==> src/hw/rtl/sls_pkg.sv <==
// Shared constants, types and control codes of the sorted table search block.
package sls_pkg;

  localparam int TableDepth = 1024;
  localparam int KeyWidth   = 32;
  localparam int IdxWidth   = $clog2(TableDepth);
  localparam int CountWidth = IdxWidth + 1;

  typedef enum logic [2:0] {
    StIdle,
    StLast,
    StOrder,
    StBisect,
    StDone
  } ctrl_state_e;

  typedef enum logic [1:0] {
    RdFirst,
    RdLast,
    RdMid
  } rd_sel_e;

  typedef struct packed {
    logic    wr_entry;
    logic    load_search;
    logic    capture_first;
    logic    set_order;
    logic    step;
    logic    issue_mid;
    logic    load_out;
    rd_sel_e rd_sel;
  } cmd_t;

  typedef struct packed {
    logic few_entries;
    logic gap_gt1;
    logic out_free;
  } status_t;

endpackage

==> src/hw/rtl/sls_ctrl.sv <==
// Controller state machine that sequences table writes and bisection searches.
module sls_ctrl import sls_pkg::*; (
  input  logic    clk_i,
  input  logic    rst_ni,
  input  logic    in_valid_i,
  input  logic    func_i,
  input  status_t status_i,
  output logic    in_stall_o,
  output cmd_t    cmd_o
);

  ctrl_state_e state_q, state_d;
  logic        accept;

  always_ff @(posedge clk_i or negedge rst_ni) begin
    if (!rst_ni) begin
      state_q <= StIdle;
    end else begin
      state_q <= state_d;
    end
  end

  assign in_stall_o = state_q != StIdle;
  assign accept     = in_valid_i && (state_q == StIdle);

  always_comb begin
    state_d = state_q;
    cmd_o   = '0;
    cmd_o.rd_sel = RdFirst;
    case (state_q)
      StIdle: begin
        // The first key is read on every idle cycle, so it is ready when a
        // search is accepted.
        if (accept) begin
          if (!func_i) begin
            cmd_o.wr_entry = 1'b1;
          end else begin
            cmd_o.load_search = 1'b1;
            state_d = status_i.few_entries ? StDone : StLast;
          end
        end
      end
      StLast: begin
        cmd_o.capture_first = 1'b1;
        cmd_o.rd_sel        = RdLast;
        state_d             = StOrder;
      end
      StOrder: begin
        cmd_o.set_order = 1'b1;
        if (status_i.gap_gt1) begin
          cmd_o.rd_sel    = RdMid;
          cmd_o.issue_mid = 1'b1;
          state_d         = StBisect;
        end else begin
          state_d = StDone;
        end
      end
      StBisect: begin
        cmd_o.step = 1'b1;
        if (status_i.gap_gt1) begin
          cmd_o.rd_sel    = RdMid;
          cmd_o.issue_mid = 1'b1;
        end else begin
          state_d = StDone;
        end
      end
      StDone: begin
        if (status_i.out_free) begin
          cmd_o.load_out = 1'b1;
          state_d        = StIdle;
        end
      end
      default: begin
        state_d = StIdle;
      end
    endcase
  end

endmodule
==> config.mk <==
export PLATFORM = sky130hd
export DESIGN_NAME = sls_ctrl
export DESIGN_NICKNAME = d
export VERILOG_FILES = /design/src/hw/rtl/sls_pkg.sv /design/src/hw/rtl/sls_ctrl.sv
export SDC_FILE = /design/constraint.sdc
export NUM_CORES = 1
export LEC_CHECK = 0
export BUFFER_PORTS_ARGS = -buffer_cell sky130_fd_sc_hd__buf_4
export CAP_MARGIN = 20
export CORE_AREA = 4 4 41 43
export CTS_CLUSTER_DIAMETER = 150
export DETAILED_ROUTE_END_ITERATION = 10
export DIE_AREA = 0 0 45 47
export PLACE_DENSITY = 0.5
export SETUP_SLACK_MARGIN = 0.02
export SLEW_MARGIN = 20
export SYNTH_ARGS = -nofsm -noshare
export SYNTH_HDL_FRONTEND = slang
export SYNTH_SLANG_ARGS = --single-unit
==> constraint.sdc <==
create_clock -name clk_i -period 2.35 [get_ports clk_i]
set_clock_uncertainty 0.15 [all_clocks]
set_input_delay 0.47 -clock clk_i [delete_from_list [all_inputs] [get_ports clk_i]]
set_output_delay 0.47 -clock clk_i [all_outputs]
set_load 0.02 [all_outputs]
=== Word level (Yosys, flattened, before mapping) ===
Cells that the tools add are included.

* Equality and inequality tests: 8
* Muxes and demuxes: 20
* Reduce and logical (&&, ||, !) cells: 5

{| class="wikitable"
|+ Operators by type and width
! cell !! number
|-
| 3-bit 2-to-1 mux || 6
|-
| 3-bit case mux with 5 select lines || 1
|-
| 1-bit 2-to-1 mux || 9
|-
| 2-bit != test (second input constant) || 4
|-
| 3-bit by 2-bit == test with 1-bit output (second input constant) || 2
|-
| 2-bit 2-to-1 mux || 3
|-
| 2-bit case mux with 2 select lines || 1
|-
| 4-bit AND reduction || 1
|-
| 3-bit by 1-bit == test with 1-bit output (second input constant) || 1
|-
| 3-bit == test (second input constant) || 1
|-
| 3-bit zero test || 1
|-
| 3-bit nonzero test || 1
|-
| 2-bit OR reduction || 1
|-
| 1-bit logical AND || 1
|}

* Register bits after elaboration: 3
* Input bits: 7
* Output and inout bits: 10
* Word-level logic and storage cells: 34

=== Longest topological paths before layout ===
Gate-level depths: netlist of run 1.

* Depth in word-level cells: 4
* Depth in mapped cells: 4
* Depth with buffers taken out: 3

=== Least setup slack after synthesis of run 1 ===
OpenSTA, ideal clock, no wires.

* Path kind: register to output
* Start point: reg state_q[1]
* End point: out cmd_o[8] (netlist name)
* Arrival: 1.055 ns
* Data required time: 1.730 ns
* Setup slack: 0.675 ns
* Cell stages (with the launch flop): 5
* Buffers on the path: 1
* Cell sequence: dfrtp_1 -> buf_6 -> nor3_2 -> nand2_1 -> nor2_1

{| class="wikitable"
|+ RTL lines
! what !! RTL line !! text
|-
| start: declaration || sls_ctrl.sv:12 || <nowiki>ctrl_state_e state_q, state_d;</nowiki>
|-
| start signal: assignment || sls_ctrl.sv:17 || <nowiki>state_q <= StIdle;</nowiki>
|-
| start signal: assignment || sls_ctrl.sv:19 || <nowiki>state_q <= state_d;</nowiki>
|-
| end: declaration || sls_ctrl.sv:9 || <nowiki>output cmd_t cmd_o</nowiki>
|}

==> results.md, run 1 <==
* DR WL/cell at 9.98 um
* 1st-pass router iterations at 4
* First-pass GRT wire length at between 1000 and 1500 um
* Synth top area share at 0.288
* Hold path startpoint: status_i[2]
* Number of cells on the worst reg-to-reg path at 3
* Via count at between 200 and 300
* CP Launch Type: flop
* Area Growth Syn to Fin at 56.7%
* Clock transition at path regs at approximately 0.040 ns
* Max cap viols at 0
* RR Startpoint: state_q[2]
* Number of buffers added on ports at 16
* CTS Buf Count at 3
* Maximum VDD drop at between 500 and 600 uV
* Synth warn at 0
* TNS Setup at 0 ns
* Final setup violation count at 0
* Synth cell types at 19
* Worst hold slack at between 0.2 and 0.3 ns
* Top cells by area, synth: dfrtp_1 (29%), buf_6 (8.7%), nor3_2 (7.7%)
* Worst min path class: in -> reg
* WS Path Type: reg -> out
* Top reg by flops: state_q
* Clock Path Buffers at 2
* Post-Synth XOR/XNOR Area at 0
* Post-route cell area at approximately 410 sq um
* CP required at roughly 1.7 ns
* Period minus WS final at just under 2 ns
* Crit share post-route at 0.840
* DRC errors left at 0
* IO Pins at 17
* Crit Reg-Reg Endpoint: state_q[2]
* Final HPWL DP at around 500 um
* Die height at ~47 um
* DR iter-0 viols at 7
* Worst skew pair latency at 0.23 ns
* Worst-margin pin slew at approximately 0.39 ns
* Die Width at 45 um
* Number of synthesized register bits at 3
* Nets at 58
* H-tree levels at 1
* GRT Overall Usage at 0.0775
* PwrDens at around 1200 mW/mm^2
* Multiplexer area fraction after synthesis at 0
* FF-to-FF setup slack at just under 1 ns
* CP max FO at 10
* Leakage at roughly 0.22 nW
* Drt via density at 4.15
* Hold Violations, Final at 0
* Die area at 0.00212 sq mm
* Largest net degree at the start of global routing at 11
* Syn Std Cell Area at roughly 260 sq um
* Worst Hold End: state_q[0]
* Sequential-to-total area share from yosys stat at 0.288
* Core ar. at 0.00130 sq mm
* Hold path cells at 2
* Num rows at 13
* Number of flip-flops in the largest register at 3
* Starting density of the core at 0.200
* Worst Path Arrival at about 1.4 ns
* Simple-gate share of the synthesized area at 0.389
* Syn Inst Count at 32
* Vias in the first global route at between 200 and 300
* GP Congestion at between 0.6 and 0.7
* Max_slew headroom at 0.743
* Antenna cells at 0
* Top cell type by total area after synthesis: dfrtp_1
* Area of the multi-input gates at approximately 140 sq um
* Sequential Area at ~75 sq um
* TritonCTS clock tree: done
* Synthesized Nets at 39
* Clock Sink Count at 3
* # fillers at approximately 150
* Initial antenna violation count at 0
* Syn avg cell area at around 8.1 sq um
* Status: finished clean
* Slew Viols, Final at 0
* Area post-placement at about 370 sq um
* Setup Buffers After CTS at 0
* Crit end category: output pin
* Compound-Gate Fraction of Synth Area at 0.144
* Top Registers: state_q (3)
* Post-Synth Adder-Cell Area at 0
* Post-Route WL at 649 um
* CTS Root Cell: clkbuf_4
* Fin util at 0.313
* Antenna viol nets, final at 0
* Layout cells sized above 1 at 0.480
* F_max at slightly above 0.5 GHz
* Largest family of logic cells by synthesized area: simple AND/OR/NAND/NOR gates
* GRT overflow at 0
* RSZ-0062 raised after global routing: no
[cells in the final DEF, fill, tap and decap left out]
cell type      instances
buf_4                 16
inv_1                  4
nor2_1                 3
nand2_1                3
clkbuf_4               3
dfrtp_1                3
nor3_2                 2
nor3_1                 2
nor4b_1                2
inv_2                  1
nand2b_4               1
nand3_1                1
nor2b_1                1
a21oi_2                1
a211oi_1               1
a31oi_1                1
o32a_1                 1
nand2b_1               1
o21ai_1                1
clkbuf_1               1
dlygate4sd3_1          1
[synth_stat cells]
| cell type | number |
|---|---|
| a211oi_1 | 1 |
| a21oi_2 | 1 |
| a31oi_1 | 1 |
| buf_2 | 1 |
| buf_6 | 2 |
| dfrtp_1 | 3 |
| inv_1 | 4 |
| inv_2 | 1 |
| nand2_1 | 3 |
| nand2b_1 | 1 |
| nand2b_4 | 1 |
| nand3_1 | 1 |
| nor2_1 | 3 |
| nor2b_1 | 1 |
| nor3_1 | 2 |
| nor3_2 | 2 |
| nor4b_1 | 2 |
| o21ai_1 | 1 |
| o32a_1 | 1 |
[report_power, final]
group / total (mW) / switching, mW / internal, mW
sequential: 0.127 / 0.0560 / 0.0710
combinational: 0.284 / 0.149 / 0.135
clock: 0.0911 / 0.0275 / 0.0637
[area by class of cell]
cell class                      instances  area share
Timing Repair Buffer                   17       0.319
Sequential cell                         3       0.184
Tap cell                               15      0.0460
Clock buffer                            4      0.0644
Multi-Input combinational cell         21       0.340
Inverter                                5      0.0460
[through the flow]
step / setup slack [ns] / instances / total power, mW
global route: 0.279 / 65 / 0.544
finish: 0.376 / 65 / 0.502
floorplan: 0.675 / 32 / 0.334
CTS: 0.363 / 65 / 0.510
detailed placement: 0.635 / 60 / 0.412
global placement: 0.641 / 60 / 0.411
[cell families after synthesis]
group | count (synthesis)
buffers and inverters | 8
flip-flops | 3
AO/OA/AOI/OAI | 5
AND/OR/NAND/NOR | 16
[worst max-delay path: stages (launching register included)]
cell and delay, ns:
dfrtp_1 0.51, nor3_2 0.29, nand2_1 0.08, nor2_1 0.10
buf_4 0.15
[what timing repair did]
item,CTS,global route
hold endpoints to repair,3,0
resized for setup,0,0
hold buffers,1,0
endpoints found under the setup margin,0,0
[how the worst max path moves through the flow]
stage,from,to,slack (ns),cells after the start
global placement,state_q[1],cmd_o[7],0.64,4
floorplan,state_q[1],cmd_o[8],0.68,4
global route,state_q[1],cmd_o[8],0.28,4
detailed placement,state_q[1],cmd_o[7],0.63,4
CTS,state_q[1],cmd_o[7],0.36,4
finish,state_q[1],cmd_o[8],0.38,4
[metal layers]
layer / global-route usage / vias to the layer above / part of all wire
li1: - / 142 / -
met1: 0.0957 / 115 / 0.50
met2: 0.0932 / 13 / 0.39
met3: 0.0307 / 0 / 0.11
met4: 0.0877 / 0 / 0
met5: 0 / - / 0
Note: power is estimated with default switching activity, not from simulation.
==> run 2, diff against run 1 <==
--- a/config.mk
+++ b/config.mk
@@ -5,6 +5,7 @@
 export SDC_FILE = /design/constraint.sdc
 export NUM_CORES = 1
 export LEC_CHECK = 0
+export ABC_AREA = 1
 export BUFFER_PORTS_ARGS = -buffer_cell sky130_fd_sc_hd__buf_4
 export CAP_MARGIN = 20
 export CORE_AREA = 4 4 41 43
==> constraint.sdc (replaced) <==
create_clock -name clk_i -period 2.1 [get_ports clk_i]
set_clock_uncertainty 0.15 [all_clocks]
set_input_delay 0.42 -clock clk_i [delete_from_list [all_inputs] [get_ports clk_i]]
set_output_delay 0.42 -clock clk_i [all_outputs]
set_load 0.02 [all_outputs]
==> run 2 against run 1 <==
Register-to-register slack got worse by 0.13 ns. Via count increased by 16%. Die area did not move. Global-route usage down 0.54 points. Critical path depth did not move. Count of clock-buffer cells in the layout stayed put. Utilization grew 1.8 points. Sequential power is 15% lower. Clock power increased by 9.8%.
==> results.md, run 2 <==
* Post-route cell area at 432 sq um (+5.8%)
* Die Width at 45 um (unchanged)
* Number of flip-flops in the largest register at 3 (unchanged)
* GP Congestion at 0.735 (+18%)
* TritonCTS clock tree: done
* Switching share of power at 0.470 (+0.00730)
* Clock Path Buffers at 2 (unchanged)
* CP required at 1.53 ns (-0.20 ns)
* Area post-placement at 395 sq um (+6.4%)
* Top cell type by total area after synthesis: dfrtp_1
* Max_slew headroom at 0.808 (+0.0659)
* Slew Viols, Final at 0 (unchanged)
* DRC errors left at 0 (unchanged)
* Syn Inst Count at 45 (+41%)
* Cell with the most instances after synthesis: nand2_1
* Post_cts resized at 0 (unchanged)
* Post-Route WL at 693 um (+6.8%)
* IO Pins at 17 (unchanged)
* Initial antenna violation count at 0 (unchanged)
* # fillers at 161 (+8.1%)
* Synth warn at 0 (unchanged)
* Nets at 74 (+28%)
* Vias in the first global route at 271 (+8.4%)
* Clock transition at path regs at 0.04 ns (about the same)
* Synthesized Nets at 52 (+33%)
* Antenna cells at 0 (unchanged)
* Area of the multi-input gates at 140 sq um (+0.90%)
* 1st-pass router iterations at 4 (unchanged)
* H-tree levels at 1 (unchanged)
* F_max at 0.530 GHz
* Top Registers: state_q (3)
* Die height at 47 um (unchanged)
* Crit end category: output pin
* Sequential-to-total area share from yosys stat at 0.293 (+0.00422)
* DR iter-0 viols at 8 (+1)
* Final setup violation count at 0 (unchanged)
* CTS Root Cell: clkbuf_4
* Commonest non-fill, non-tap cell in the layout: buf_4
* Status: finished clean
* Num rows at 13 (unchanged)
* CTS Buf Count at 3 (unchanged)
* Synth top area share at 0.293 (+0.00422)
* GRT overflow at 0 (unchanged)
* Largest net degree at the start of global routing at 9 (-2)
* Worst skew pair latency at 0.23 ns (about the same)
* WS Path Type: reg -> out
* Layout cells sized above 1 at 0.318 (-0.162)
* Setup Buffers After CTS at 0 (unchanged)
* Power share of the sequential group at 0.214 (-0.039)
* Via count at 314 (+16%)
* RSZ-0062 raised after global routing: no
* Top cells by area, synth: dfrtp_1 (29%), nand2_1 (19%), inv_1 (15%)
* Synth cell types at 11 (-8)
* Crit share post-route at 0.899
* Period minus WS final at roughly 1.9 ns
* Post-synth EDFFs at 0 (unchanged)
* Top reg by flops: state_q
* Most frequent cells after synthesis: nand2_1 (13), inv_1 (10), nor2_1 (7)
* First-pass GRT wire length at 1060 um (-4.9%)
* Synth async-reset ratio at 1.00 (unchanged)
* Syn avg cell area at 5.70 sq um (-30%)
* Main flop type after synthesis: dfrtp_1
* Core ar. at 0.00130 sq mm (unchanged)
* Antenna viol nets, final at 0 (unchanged)
* PwrDens at 1160 mW/mm^2 (-5.4%)
* Clock Sink Count at 3 (unchanged)
* Maximum VDD drop at 414 uV (-23%)
* CP Launch Type: flop
* Syn Std Cell Area at 256 sq um (-1.4%)
* Area Growth Syn to Fin at 68.3%
* Hold Violations, Final at 0 (unchanged)
* Cells along the critical path: nor2_4 -> nand2_1 -> nor3b_1 -> buf_4
* Sequential Area at 75.1 sq um (unchanged)
* Most frequent cells in the layout: buf_4 (16), nand2_1 (13), inv_1 (10)
* Leakage at 0.281 nW (+27%)
* Combinational group share of total power at 0.587 (+0.021)
* Drt via density at 3.88 (-6.7%)
* CP max FO at 7 (-3)
* Sw Pwr at 0.237 mW (+1.7%)
* Starting density of the core at 0.197 (-0.00288)
* Number of buffers added on ports at 16 (unchanged)
* Critical path's slowest cell: dfrtp_1
* CTS Hold Bufs at 1 (unchanged)
* DR WL/cell at 8.56 um (-14%)
* Worst Path Arrival at 1.32 ns (-0.03 ns)
* Worst-margin pin slew at 0.287 ns (-0.0988 ns)
* Final HPWL DP at 562 um (+12%)
* TNS Setup at 0 ns (unchanged)
* Die area at 0.00212 sq mm (unchanged)
* Clock Power Share at 0.199 (+0.018)
* Max cap viols at 0 (unchanged)
* Worst min path class: in -> reg
* Internal at 0.266 mW (-1.3%)
* GRT Overall Usage at 0.0721 (-0.00542)
* Number of synthesized register bits at 3 (unchanged)
* CP max stage delay at 0.47 ns (-0.04 ns)
[run 2: area by class of cell]
class                      count  share of cell area
multi-input combinational     31               0.325
timing repair buffer          17               0.301
sequential                     3               0.174
inverter                      11              0.0957
clock buffer                   4              0.0609
tap                           15              0.0435
[run 2: path summary, 6_finish.rpt]
| kind | startpoint | to | slack [ns] | cells after the start |
|---|---|---|---|---|
| worst max-delay path | state_q[0] | cmd_o[8] | 0.21 | 4 |
| max in group asynchronous | rst_ni | state_q[1] | 1.34 | 2 |
| worst max register to register | state_q[0] | state_q[0] | 0.86 | 6 |
| worst min-delay path | status_i[1] | state_q[1] | 0.32 | 3 |
| worst min register to register | state_q[2] | state_q[2] | 0.46 | 2 |
| min in group asynchronous | rst_ni | state_q[0] | 0.36 | 2 |
[run 2: cells by family (layout without fill, tap and decap cells)]
logic type | Yosys count | in the layout | share of synthesized area
flops | 3 | 3 | 0.293
buf+inv | 11 | 32 | 0.161
simple gates | 29 | 29 | 0.507
compound gates | 2 | 2 | 0.0390
[run 2: power by group through the flow]
| stage | sequential (mW) | combinational, mW | clock (mW) |
|---|---|---|---|
| after floorplan | 0.103 | 0.190 | 0 |
| after global placement | 0.108 | 0.297 | 0 |
| after detailed placement | 0.108 | 0.296 | 0 |
| after CTS | 0.107 | 0.299 | 0.107 |
| after global routing | 0.113 | 0.323 | 0.110 |
| final | 0.108 | 0.295 | 0.100 |
[run 2: through the flow]
step	std cells	hold slack [ns]	setup slack, ns	utilization	power, mW
final	81	0.321	0.211	0.332	0.503
after global routing	81	0.359	0.123	0.332	0.547
after CTS	81	0.318	0.199	0.332	0.513
after detailed placement	76	0.0599	0.459	0.304	0.405
after global placement	76	0.0614	0.477	0.304	0.405
after floorplan	45	-0.0256	0.203	-	0.293
[run 2: layer usage]
layer	GRT usage	wire, um
met4	0.0526	0
met5	0	0
met1	0.0870	312
met2	0.107	349
met3	0.0230	31
[run 2: critical path: cells and delay by family (launching register included)]
kind	cells	cell delay, ns
buffers and inverters	1	0.17
and+or+nand+nor	3	0.46
DFF	1	0.47
